$ cat src/sv/smf_pkg.sv
// ----------------------------------------------------------------------------
// smf_pkg
// Types and constants shared by the sliding median filter modules.
// ----------------------------------------------------------------------------
`default_nettype none

package smf_pkg;

    // Configuration port
    localparam int CFG_DATA_W = 32;
    localparam int CFG_ADDR_W = 3;
    // Register index, taken from paddr[2]
    localparam logic REG_HALF_WIDTH = 1'b0;
    localparam int HALF_W = 3;
    localparam logic [HALF_W-1:0] HALF_RESET = 3'd1;

    // Controller states
    typedef enum logic [1:0] {
        S_IDLE,
        S_LOAD,
        S_RANK,
        S_PICK
    } t_state;

    // Commands from controller to datapath
    typedef struct packed {
        logic shift_in;
        logic load;
        logic rank_step;
        logic pick;
    } t_dp_cmd;

    // Status from datapath to controller
    typedef struct packed {
        logic full;
        logic last;
    } t_dp_status;

endpackage

`default_nettype wire

$ cat src/sv/smf_ctrl.sv
// ----------------------------------------------------------------------------
// smf_ctrl
// Controller: sequences sample intake, ranking passes and result hand-off.
// ----------------------------------------------------------------------------
`default_nettype none

module smf_ctrl
    import smf_pkg::*;
(
    input  wire logic       i_clk,
    input  wire logic       i_rst_n,
    input  wire logic       i_in_valid,
    output logic            o_in_stall,
    output logic            o_out_valid,
    input  wire logic       i_out_stall,
    input  wire t_dp_status i_status,
    output t_dp_cmd         o_cmd
);

    t_state r_state;
    t_state n_state;
    logic   r_out_valid;
    logic   n_out_valid;

    // State and output valid registers
    always_ff @(posedge i_clk) begin
        if (!i_rst_n) begin
            r_state     <= S_IDLE;
            r_out_valid <= 1'b0;
        end else begin
            r_state     <= n_state;
            r_out_valid <= n_out_valid;
        end
    end

    // Next state and datapath commands
    always_comb begin
        n_state = r_state;
        o_cmd   = '0;
        unique case (r_state)
            S_IDLE: begin
                if (i_in_valid) begin
                    o_cmd.shift_in = 1'b1;
                    n_state        = S_LOAD;
                end
            end
            S_LOAD: begin
                o_cmd.load = 1'b1;
                n_state    = i_status.full ? S_RANK : S_IDLE;
            end
            S_RANK: begin
                o_cmd.rank_step = 1'b1;
                if (i_status.last) begin
                    n_state = S_PICK;
                end
            end
            S_PICK: begin
                // wait for the output register to free up
                if (!r_out_valid || !i_out_stall) begin
                    o_cmd.pick = 1'b1;
                    n_state    = S_IDLE;
                end
            end
            default: n_state = S_IDLE;
        endcase
    end

    // Output valid: set on a new result, drop after transfer
    always_comb begin
        n_out_valid = r_out_valid;
        if (o_cmd.pick) begin
            n_out_valid = 1'b1;
        end else if (r_out_valid && !i_out_stall) begin
            n_out_valid = 1'b0;
        end
    end

    assign o_in_stall  = (r_state != S_IDLE);
    assign o_out_valid = r_out_valid;

endmodule

`default_nettype wire

$ cat src/sv/smf_dpath.sv
// ----------------------------------------------------------------------------
// smf_dpath
// Datapath: sample shift line, rank lanes and median output register.
// ----------------------------------------------------------------------------
`default_nettype none

module smf_dpath
    import smf_pkg::*;
#(
    parameter int MAX_HALF    = 7,
    parameter int SAMPLE_BITS = 12
) (
    input  wire logic                   i_clk,
    input  wire logic                   i_rst_n,
    input  wire t_dp_cmd                i_cmd,
    input  wire logic [SAMPLE_BITS-1:0] i_sample,
    input  wire logic                   i_start_req,
    input  wire logic [HALF_W-1:0]      i_half_width,
    output t_dp_status                  o_status,
    output logic [SAMPLE_BITS-1:0]      o_median
);

    localparam int DEPTH = 2 * MAX_HALF + 1;
    localparam int CNT_W = $clog2(DEPTH + 1);

    // Tap 0 is the newest sample
    logic [SAMPLE_BITS-1:0] r_tap  [DEPTH];
    logic [SAMPLE_BITS-1:0] r_copy [DEPTH];
    logic [CNT_W-1:0]       r_rank [DEPTH];
    logic [CNT_W-1:0]       r_fill;
    logic [CNT_W-1:0]       r_k;
    logic [SAMPLE_BITS-1:0] r_median;

    logic [CNT_W-1:0]       half;
    logic [CNT_W-1:0]       win_len;
    logic [SAMPLE_BITS-1:0] pick_val;

    // Saturate the half width and derive the window length
    always_comb begin
        if (int'(i_half_width) > MAX_HALF) begin
            half = CNT_W'(MAX_HALF);
        end else begin
            half = CNT_W'(i_half_width);
        end
        win_len = (half << 1) + CNT_W'(1);
    end

    // Advance the shift line on each new sample
    always_ff @(posedge i_clk) begin
        if (i_cmd.shift_in) begin
            r_tap[0] <= i_sample;
            for (int i = 1; i < DEPTH; i++) begin
                r_tap[i] <= r_tap[i-1];
            end
        end
    end

    // Fill count: restart on a start flag, saturate at the full depth
    always_ff @(posedge i_clk) begin
        if (!i_rst_n) begin
            r_fill <= '0;
        end else if (i_cmd.shift_in) begin
            if (i_start_req) begin
                r_fill <= CNT_W'(1);
            end else if (r_fill < CNT_W'(DEPTH)) begin
                r_fill <= r_fill + CNT_W'(1);
            end
        end
    end

    // Pass counter
    always_ff @(posedge i_clk) begin
        if (!i_rst_n) begin
            r_k <= '0;
        end else if (i_cmd.load) begin
            r_k <= '0;
        end else if (i_cmd.rank_step) begin
            r_k <= r_k + CNT_W'(1);
        end
    end

    // Copy line: load from the taps, then shift one entry per pass towards entry 0
    always_ff @(posedge i_clk) begin
        if (i_cmd.load) begin
            for (int i = 0; i < DEPTH; i++) begin
                r_copy[i] <= r_tap[i];
            end
        end else if (i_cmd.rank_step) begin
            for (int i = 0; i < DEPTH - 1; i++) begin
                r_copy[i] <= r_copy[i+1];
            end
        end
    end

    // Rank lanes: each lane counts window entries that sort ahead of its own,
    // ties broken by age so every rank is unique
    always_ff @(posedge i_clk) begin
        for (int j = 0; j < DEPTH; j++) begin
            if (i_cmd.load) begin
                r_rank[j] <= '0;
            end else if (i_cmd.rank_step) begin
                if ((r_copy[0] < r_tap[j]) ||
                    ((r_copy[0] == r_tap[j]) && (r_k < CNT_W'(j)))) begin
                    r_rank[j] <= r_rank[j] + CNT_W'(1);
                end
            end
        end
    end

    // Select the lane whose rank is the middle one
    always_comb begin
        pick_val = '0;
        for (int j = 0; j < DEPTH; j++) begin
            if ((CNT_W'(j) < win_len) && (r_rank[j] == half)) begin
                pick_val = pick_val | r_tap[j];
            end
        end
    end

    // Output register
    always_ff @(posedge i_clk) begin
        if (i_cmd.pick) begin
            r_median <= pick_val;
        end
    end

    assign o_status.full = (r_fill >= win_len);
    assign o_status.last = (r_k == win_len - CNT_W'(1));
    assign o_median      = r_median;

endmodule

`default_nettype wire

$ cat src/sv/sliding_median_filter_top.sv
// ----------------------------------------------------------------------------
// sliding_median_filter_top
// Sliding-window median over the newest 2*half_width+1 ADC samples.
// ----------------------------------------------------------------------------
//  Channel  | Signals                                   | Direction
//  ---------+-------------------------------------------+----------
//  input    | i_in_valid, o_in_stall, i_sample, i_start_req | in
//  output   | o_out_valid, i_out_stall, o_median        | out
//  config   | psel, penable, pwrite, paddr, pwdata,     | APB
//           | prdata, pready (half_width at address 0)  |
//
//  An item with a full window goes from its transfer through load, one rank pass
//  per window entry (n = 2*half_width+1 passes) through a shared broadcast compare
//  and pick before the next transfer; items that give no result skip rank and pick.
//  Reset is synchronous and active low; it clears the fill count and control.
//  A stalled result is held in the output register; the next input is taken
//  meanwhile, and its result waits in the pick state until the register frees.
// ----------------------------------------------------------------------------
`default_nettype none

module sliding_median_filter_top
    import smf_pkg::*;
#(
    parameter int MAX_HALF    = 7,
    parameter int SAMPLE_BITS = 12
) (
    input  wire logic                   i_clk,
    input  wire logic                   i_rst_n,
    // Sample input
    input  wire logic                   i_in_valid,
    output logic                        o_in_stall,
    input  wire logic [SAMPLE_BITS-1:0] i_sample,
    input  wire logic                   i_start_req,
    // Median output
    output logic                        o_out_valid,
    input  wire logic                   i_out_stall,
    output logic [SAMPLE_BITS-1:0]      o_median,
    // Configuration
    input  wire logic                   psel,
    input  wire logic                   penable,
    input  wire logic                   pwrite,
    input  wire logic [CFG_ADDR_W-1:0]  paddr,
    input  wire logic [CFG_DATA_W-1:0]  pwdata,
    output logic [CFG_DATA_W-1:0]       prdata,
    output logic                        pready
);

    logic [HALF_W-1:0] r_half_width;
    t_dp_cmd           cmd;
    t_dp_status        status;

    // Configuration register write
    always_ff @(posedge i_clk) begin
        if (!i_rst_n) begin
            r_half_width <= HALF_RESET;
        end else if (psel && penable && pwrite && pready &&
                     (paddr[2] == REG_HALF_WIDTH)) begin
            r_half_width <= pwdata[HALF_W-1:0];
        end
    end

    // Read back
    always_comb begin
        prdata = '0;
        if (paddr[2] == REG_HALF_WIDTH) begin
            prdata = {{(CFG_DATA_W-HALF_W){1'b0}}, r_half_width};
        end
    end

    assign pready = 1'b1;

    smf_ctrl u_ctrl (
        .i_clk       (i_clk),
        .i_rst_n     (i_rst_n),
        .i_in_valid  (i_in_valid),
        .o_in_stall  (o_in_stall),
        .o_out_valid (o_out_valid),
        .i_out_stall (i_out_stall),
        .i_status    (status),
        .o_cmd       (cmd)
    );

    smf_dpath #(
        .MAX_HALF    (MAX_HALF),
        .SAMPLE_BITS (SAMPLE_BITS)
    ) u_dpath (
        .i_clk        (i_clk),
        .i_rst_n      (i_rst_n),
        .i_cmd        (cmd),
        .i_sample     (i_sample),
        .i_start_req  (i_start_req),
        .i_half_width (r_half_width),
        .o_status     (status),
        .o_median     (o_median)
    );

endmodule

`default_nettype wire

$ cat config.mk
export PLATFORM = sky130hd
export DESIGN_NAME = sliding_median_filter_top
export DESIGN_NICKNAME = d
export VERILOG_FILES = /design/src/sv/smf_pkg.sv /design/src/sv/smf_ctrl.sv /design/src/sv/smf_dpath.sv /design/src/sv/sliding_median_filter_top.sv
export SDC_FILE = /design/constraint.sdc
export NUM_CORES = 1
export LEC_CHECK = 0
export ABC_AREA = 1
export BUFFER_PORTS_ARGS = -buffer_cell sky130_fd_sc_hd__buf_2
export CORE_ASPECT_RATIO = 0.9
export CORE_MARGIN = 4
export CORE_UTILIZATION = 62
export DETAILED_ROUTE_END_ITERATION = 10
export PLACE_DENSITY = 0.87
export SYNTH_ARGS = -nofsm -noshare
export SYNTH_HDL_FRONTEND = slang
export SYNTH_SLANG_ARGS = --single-unit
$ cat constraint.sdc
create_clock -name i_clk -period 10.85 [get_ports i_clk]
set_clock_uncertainty 0.05 [all_clocks]
set_input_delay 1.6275 -clock i_clk [delete_from_list [all_inputs] [get_ports i_clk]]
set_output_delay 1.6275 -clock i_clk [all_outputs]
set_load 0.05 [all_outputs]
After elaboration in Yosys (flattened, before gate mapping)
Memories as Yosys holds them, arrays and structs flattened.
Cells that the tools add are included.
{"block": "totals", "register_bits": 26, "latch_bits": 0, "mem_bits_rw": 420, "rom_bits": 0, "output_inout_bits": 47, "elab_cells": 343, "n_memories": 3}
{"block": "op_classes", "n_addsub": 19, "multipliers": 0, "div": 0, "order_cmp": 47, "n_eq_ne": 37, "shift": 0, "n_mux": 127, "bitwise_logic": 45, "n_reduce_logical": 59}
{"name": "u_dpath.r_copy", "words": 15, "word_bits": 12, "rd": 15, "rd_clocked_by_memory_dff": 0, "wr": 15, "line_no": "smf_dpath.sv:28", "text": "logic [SAMPLE_BITS-1:0] r_copy [DEPTH];"}
{"name": "u_dpath.r_tap", "words": 15, "word_bits": 12, "rd": 15, "rd_clocked_by_memory_dff": 0, "wr": 15, "line_no": "smf_dpath.sv:27", "text": "logic [SAMPLE_BITS-1:0] r_tap [DEPTH];"}
{"name": "u_dpath.r_rank", "words": 15, "word_bits": 4, "rd": 15, "rd_clocked_by_memory_dff": 0, "wr": 15, "line_no": "smf_dpath.sv:29", "text": "logic [CNT_W-1:0] r_rank [DEPTH];"}
{"op": "$mux 12", "count": 29}
{"op": "$eq 12x12->1", "count": 15}
{"op": "$lt 12x12->1", "count": 15}
{"op": "$or 12x12->12", "count": 14}
{"op": "$mux 1", "count": 75}
{"op": "$add 4x1->4 const B", "count": 18}
{"op": "$mux 4", "count": 17}
{"op": "$eq 4x3->1", "count": 15}
{"op": "$logic_and 1x1->1", "count": 34}
{"op": "$lt 4x4->1 const B", "count": 8}
{"op": "$or 1x1->1", "count": 29}
{"op": "$lt 4x4->1 const A", "count": 7}
{"op": "$logic_or 1x1->1", "count": 16}
{"op": "$lt 3x4->1 const A", "count": 4}
{"op": "$lt 4x3->1 const B", "count": 4}
{"op": "$lt 1x4->1 const A", "count": 2}
{"op": "$lt 2x4->1 const A", "count": 2}
{"op": "$lt 4x1->1 const B", "count": 2}
{"op": "$lt 4x2->1 const B", "count": 2}
{"op": "$mux 2", "count": 4}
{"op": "$pmux 2 s4", "count": 1}
{"op": "$reduce_bool 2->1", "count": 3}
{"op": "$eq 2x2->1 const B", "count": 2}
{"op": "$eq 4x4->1", "count": 1}
{"op": "other kinds (12)", "count": 15}

Depth between registers and ports, before layout
Gate-level depths: netlist of run 1.
{"block": "depth", "ltp_word": 32, "depth_mapped": 13, "ltp_nobuf": 11}

Modules after synthesis
From an unflattened synthesis of run 1, not the netlist that was laid out.
{"block": "unflattened", "hier_cells": 2415, "area_unflattened_um2": 23840.4}
{"mod": "smf_dpath", "instances": 1, "cells_per_inst": 2330, "area_per_inst_um2": 23266.1, "seq_area_each_um2": 13132.6}
{"mod": "sliding_median_filter_top", "instances": 1, "cells_per_inst": 61, "area_per_inst_um2": 412.9, "seq_area_each_um2": 60.1}
{"mod": "smf_ctrl", "instances": 1, "cells_per_inst": 24, "area_per_inst_um2": 161.4, "seq_area_each_um2": 60.1}

Least setup slack after synthesis of run 1
OpenSTA, ideal clock, no wires.
{"block": "synth_timing", "kind": "input -> register", "startpoint": "in i_in_valid", "endpoint": "mem u_dpath.r_tap[0][0], enable pin", "arrival_time_ns": 5.203, "slack_ns": 5.064, "cell_stages": 2, "cell_sequence": "nand2_1 > inv_1"}
{"item": "start: declaration", "line_no": "sliding_median_filter_top.sv:30", "text": "input wire logic i_in_valid,"}
{"item": "end: declaration", "line_no": "smf_dpath.sv:27"}

Worst setup path after layout of run 1
{"block": "layout_timing", "startpoint": "in paddr[2]", "endpoint": "out prdata[1]"}
{"block": "layout_between", "elab_chain_cells": 1}
{"item": "start: declaration", "line_no": "sliding_median_filter_top.sv:42", "text": "input wire logic [CFG_ADDR_W-1:0] paddr,"}
{"item": "$mux 3", "line_no": "sliding_median_filter_top.sv:65", "text": "if (paddr[2] == REG_HALF_WIDTH) begin"}
{"item": "end: declaration", "line_no": "sliding_median_filter_top.sv:44", "text": "output logic [CFG_DATA_W-1:0] prdata,"}
No other way between the ends.

==> impl_metrics.tcl, run 1 <==
set metrics [dict create \
    grt_overflow 0 \
    htreeDepth 2 \
    leakagePower_nw 11.2 \
    multi_input_area_um2 9250 \
    slew_viol_final 0 \
    fmax_ghz 0.264 \
    hold_viol 0 \
    synth_most_common_cell "nand2_1" \
    cp-start-kind "input pin" \
    drtIter0Drc 2796 \
    p_per_area_nw_per_um2 314 \
    fillers 2811 \
    fin_crit_sh_pct 35.0 \
    grt_use_total_pct 31.6 \
    synthXorXnorAreaFrac_pct 1.47 \
    layout.nets 2734 \
    die_h_um 196 \
    critical_path.top_delay_family "buffers and inverters" \
    gp_congestion 0.992 \
    fin_total_pwr_mw 8.26 \
    slowest_stage "buf_2" \
    grt_pass1_wl_mm 102 \
    place_area_um2 24800 \
    hpwl_mm 48.4 \
    status "finished clean" \
    max-vdd-ir-drop_v 0.000267 \
    clkTransAtPathRegs_ps 60 \
    ys.flop_type "edfxtp_1" \
    ant_nets 0 \
    die_area_um2 42400 \
    clk_path_buf_depth 3 \
    synth_cells 2442 \
    grt_max_degree 109 \
    setup_violations 0 \
    ys_ff_latch 446 \
    hold_buffers 0 \
    wl_per_cell_um 22.3 \
    drive_above_1_share_pct 7.60 \
    worstPathMaxFanout 4 \
    synthAdderAreaFrac_pct 10.6 \
    yosys_warnings 0 \
    syn_area_per_cell_um2 9.95 \
    fin_crit_ps 3790 \
    worst_slew_pin_slew_ps 1190 \
    synth_edf_count 432 \
    synth.distinct_cells 43 \
    io_buffers 40 \
    cts.root.buffer_cell "clkbuf_16" \
    arrival_ps 2120 \
    p_seq_share_pct 42.3 \
    viasPerCell 6.02 \
    rsz0062_at_grt "no" \
    synth_top_area_share_pct 53.4 \
    yosys.area_share.simple_pct 18.4 \
    cts_buffers 47 \
    synthTopCellsByArea "edfxtp_1 53%, ha_1 11%, nand2_1 7.9%" \
    synth_top_family_by_area "simple AND/OR/NAND/NOR gates" \
    drc 0 \
    crit_chain "buf_2, nor2_1, buf_2" \
    path_class "input pin to output port" \
    slew_headroom_pct 20.5 \
    postCtsSetupRepairBufs 0 \
    cts.sinks 446 \
    cts_resized 0 \
    critical_path_buf_inv_count 2 \
    cts_tree "built" \
    synth_common_cells "511 x nand2_1, 432 x edfxtp_1, 316 x inv_1, 214 x nand3_1, 206 x ha_1" \
    synth-compound-area-share_pct 6.68 \
    synthToLayoutAreaGrowth_pct 8.17 \
    hp-class "register to register" \
    row_count 68 \
    seq_area_frac_synth_pct 54.5 \
    synth_mux_area_share_pct 0.371 \
    crit_path_max_incr_delay_ps 270 \
    tns_ps 0 \
    cap_violations 0 \
    critPathCaptureType "output port" \
    core_area_um2 38500 \
    fin_area_um2 26300 \
    switching_share_pct 41.2 \
    routed_wl_mm 67.7 \
    die_w_um 217 \
    cp.required_ps 9170 \
    clockPowerShare_pct 19.8 \
    start_util_pct 63.1 \
    grt_pass1_vias 17600 \
    first_pass_iters 6 \
    ff_latch_area_um2 13300 \
    internal_power_mw 4.86 \
    power.switching_mw 3.41 \
    yosys.area.top_type "edfxtp_1" \
    crit_path_frequent_cell "buf_2" \
    antenna_found_initial 1 \
    async_flop_share_pct 0 \
    clkLatencyLatePin_ps 590 \
    synth_area_um2 24300 \
    power_frac_comb_pct 37.8 \
    ios 102 \
    vias 18300 \
]
cells by family after synthesis:
logic type / after synthesis
simple gates: 1010
compound gates: 301
fa+ha+maj: 206
other cells: 2
mux: 8
xor+xnor: 40
buf+inv: 429
flops: 446
worst register-to-register path: cells and delay by family, from the launching register on:
family | cells | cell delay [ps]
fa+ha+maj | 1 | 490
compound gates | 1 | 420
flops | 1 | 350
buf+inv | 3 | 1910
sequential cells by signal (all words and copies together), names as in the netlist, named ones only:
signal              flops
r_half_width            3
u_ctrl.o_out_valid      1
u_ctrl.r_state          1
u_dpath.o_median       12
u_dpath.r_copy        180
u_dpath.r_fill          4
u_dpath.r_k             4
u_dpath.r_rank         60
u_dpath.r_tap         180
final timing paths:
path,slack [ps],start,end,cells past startpoint
setup / recovery,7060,paddr[2],prdata[1],3
hold reg to reg,400,u_dpath.r_tap[1][71],u_dpath.r_tap[1][83],0
hold / removal,400,u_dpath.r_tap[1][71],u_dpath.r_tap[1][83],0
setup reg to reg,7270,u_ctrl.r_state[0],u_dpath.r_copy[1][23],5
area by class of cell:
class                           count  area share, %
Sequential cell                   446           50.4
Multi-Input combinational cell   1595           35.2
Clock buffer                       57           4.73
Inverter                          320           4.63
Tap cell                          525           2.50
Timing Repair Buffer               63           1.42
Clock inverter                     31           1.12
Antenna cell                        1        0.00952
per-stage QoR:
stage          hold WS [ps]  worst slack (ps)  util, %  cells
6_report                399              7060     68.2   3038
3_5_place_dp            385              7050     64.2   2949
5_1_grt                 406              7000     68.2   3037
2_1_floorplan           376              5060        -   2470
3_3_place_gp            377              7070     64.2   2949
4_1_cts                 398              7050     68.2   3037
routing by layer:
metal / part of all wire (%) / wire length [um] / track usage (%)
met5: 0 / 0 / 0
met4: 4.1 / 2780 / 11.6
met3: 12 / 8160 / 8.64
met2: 44 / 30000 / 47.9
met1: 40 / 26800 / 44.1
power groups by stage:
stage	logic (mW)	clock network, mW	registers (mW)
2_1_floorplan	2.08	0	3.44
3_3_place_gp	2.87	0	3.47
3_5_place_dp	3.03	0	3.50
4_1_cts	3.08	1.65	3.48
5_1_grt	3.46	1.73	3.56
6_report	3.13	1.64	3.50
placed cells by master, fill, tap and decap left out, types with 7 or more instances in the layout:
| cell type | synthesis | routed |
|---|---|---|
| nand2_1 | 511 | 511 |
| edfxtp_1 | 432 | 432 |
| inv_1 | 316 | 314 |
| nand3_1 | 214 | 214 |
| ha_1 | 206 | 204 |
| o21ai_0 | 174 | 174 |
| nor2_1 | 163 | 163 |
| nand4_1 | 74 | 74 |
| a21oi_1 | 72 | 71 |
| clkbuf_16 | 0 | 48 |
| buf_2 | 22 | 40 |
| conb_1 | 2 | 30 |
| buf_4 | 40 | 23 |
| xnor2_1 | 21 | 21 |
| xor2_1 | 18 | 18 |
| o21bai_1 | 15 | 15 |
| clkinv_2 | 0 | 15 |
| o21a_1 | 14 | 14 |
| dfxtp_1 | 14 | 14 |
| o21ai_1 | 12 | 12 |
| nor2_4 | 10 | 10 |
| nor3_1 | 10 | 10 |
| mux2_2 | 8 | 8 |
| nor2_2 | 8 | 8 |
| clkinv_1 | 1 | 8 |
| clkbuf_1 | 26 | 8 |
| nand2_2 | 7 | 7 |
Power figures use the tool's default switching activity.
==> run 2, diff against run 1 <==
==> constraint.sdc (replaced) <==
create_clock -name i_clk -period 3.68 [get_ports i_clk]
set_clock_uncertainty 0.05 [all_clocks]
set_input_delay 0.552 -clock i_clk [delete_from_list [all_inputs] [get_ports i_clk]]
set_output_delay 0.552 -clock i_clk [all_outputs]
set_load 0.05 [all_outputs]
==> impl_metrics.tcl, run 2 (same netlist as run 1, synthesis figures left out) <==
set metrics [dict create \
    worst_slew_pin_slew_ps 1030 \
    power.switching_mw 9.97 \
    rsz0062_at_grt "no" \
    slowest_stage "edfxtp_1" \
    drtIter0Drc 2494 \
    cp-start-kind "register" \
    crit_start "u_dpath.r_copy[0][7]" \
    max-vdd-ir-drop_v 0.00147 \
    cts_buffers 46 \
    slew_viol_final 0 \
    routed_wl_mm 65.9 \
    clkLatencyLatePin_ps 610 \
    critical_path_buf_inv_count 0 \
    path_depth 9 \
    switching_share_pct 41.3 \
    fin_hold_ws_ps 65.8 \
    leakagePower_nw 11.2 \
    reg2regPathDepth 9 \
    antenna_found_initial 2 \
    vias 18300 \
    r2r_slack_ps 910 \
    hold_buffers 0 \
    tns_ps 0 \
    grt_overflow 0 \
    hpwl_mm 47.8 \
    crit_path_max_incr_delay_ps 790 \
    fin_area_um2 26400 \
    internal_power_mw 14.2 \
    cap_violations 0 \
    die_w_um 217 \
    critical_path.top_delay_family "simple AND/OR/NAND/NOR gates" \
    die_area_um2 42400 \
    reg_top3 "u_dpath.r_copy x180, u_dpath.r_tap x180, u_dpath.r_rank x60" \
    start_util_pct 63.1 \
    setup_violations 0 \
    place_ws_ps 1010 \
    ios 102 \
    gp_congestion 0.984 \
    core_area_um2 38500 \
    reg2reg_from "u_dpath.r_copy[0][7]" \
    cp.required_ps 3920 \
    postCtsSetupRepairBufs 0 \
    stdcell_count 3037 \
    clk_path_buf_depth 3 \
    p_per_area_nw_per_um2 916 \
    regToRegEndpoint "u_dpath.r_rank[0][28]" \
    drive_above_1_share_pct 7.80 \
    row_count 68 \
    fin_util_pct 68.4 \
    power_frac_comb_pct 37.5 \
    htreeDepth 2 \
    grt_max_degree 107 \
    fin_crit_sh_pct 75.2 \
    p_seq_share_pct 43.4 \
    io_buffers 40 \
    layout.nets 2737 \
    crit_path_frequent_cell "nand2_1" \
    hold_viol 0 \
    fin_total_pwr_mw 24.1 \
    status "finished clean" \
    drc 0 \
    path_class "register to register" \
    clockPowerShare_pct 19.1 \
    critPathCaptureType "register" \
    cts.sinks 446 \
    antenna_cells 0 \
    setup.worst_path.end "u_dpath.r_rank[0][28]" \
    hp-class "input pin to register" \
    grt_pass1_vias 17700 \
    viasPerCell 6.02 \
    wl_per_cell_um 21.7 \
    hp-start "i_sample[11]" \
    grt_use_total_pct 30.7 \
    cts_resized 0 \
    clkTransAtPathRegs_ps 60 \
    crit_chain "ha_1, nand2_1, nor2_1, and2_1, nand2_1, nand3_1, nand2_1, nand2_1, nand2_1" \
    slew_headroom_pct 31.7 \
    final_common_cell "nand2_1" \
    cts.root.buffer_cell "clkbuf_16" \
    place_inst 2953 \
    synthToLayoutAreaGrowth_pct 8.41 \
    arrival_ps 3010 \
    cts_tree "built" \
    most-common-layout-cells "510 x nand2_1, 432 x edfxtp_1, 312 x inv_1, 214 x nand3_1, 204 x ha_1" \
    fillers 2801 \
    first_pass_iters 6 \
    fmax_ghz 0.361 \
    die_h_um 196 \
    grt_pass1_wl_mm 99.9 \
    fin_crit_ps 2770 \
    place_area_um2 24900 \
    ant_nets 0 \
    worstPathMaxFanout 15 \
    fin_ws_ps 913 \
]
[run 2: power groups by stage]
stage	combinational [mW]	sequential, mW	clock (mW)
floorplan	6.18	9.95	0
global placement	8.35	10.3	0
detailed placement	8.84	10.5	0
CTS	8.94	10.4	4.61
global route	10.1	10.7	4.81
finish	9.05	10.5	4.60
[run 2: area by class of cell]
| class | instances | area (um2) | area share [%] |
|---|---|---|---|
| Timing Repair Buffer | 67 | 503 | 1.91 |
| Multi-Input combinational cell | 1595 | 9280 | 35.2 |
| Clock buffer | 58 | 1200 | 4.54 |
| Inverter | 320 | 1220 | 4.62 |
| Sequential cell | 446 | 13300 | 50.3 |
| Tap cell | 525 | 657 | 2.49 |
| Clock inverter | 26 | 239 | 0.907 |
[run 2: per-layer routing]
layer  share of wire [%]  up-vias  GRT usage, %  routed length [um]
li1                    -     8356             -                   -
met1                  39     8640          42.5               25800
met2                  45     1092          47.6               29700
met3                  12      183          7.67                7830
met4                 3.9        4          11.0                2560
met5               0.032        -             0                  21
[run 2: worst min path at each step]
stage          cells after the start                     to
4_1_cts                            1    u_dpath.r_tap[0][7]
3_3_place_gp                       0   u_dpath.r_tap[0][35]
3_5_place_dp                       0   u_dpath.r_tap[0][74]
2_1_floorplan                      0  u_dpath.r_copy[1][81]
5_1_grt                            1    u_dpath.r_tap[0][3]
6_report                           1   u_dpath.r_tap[0][11]
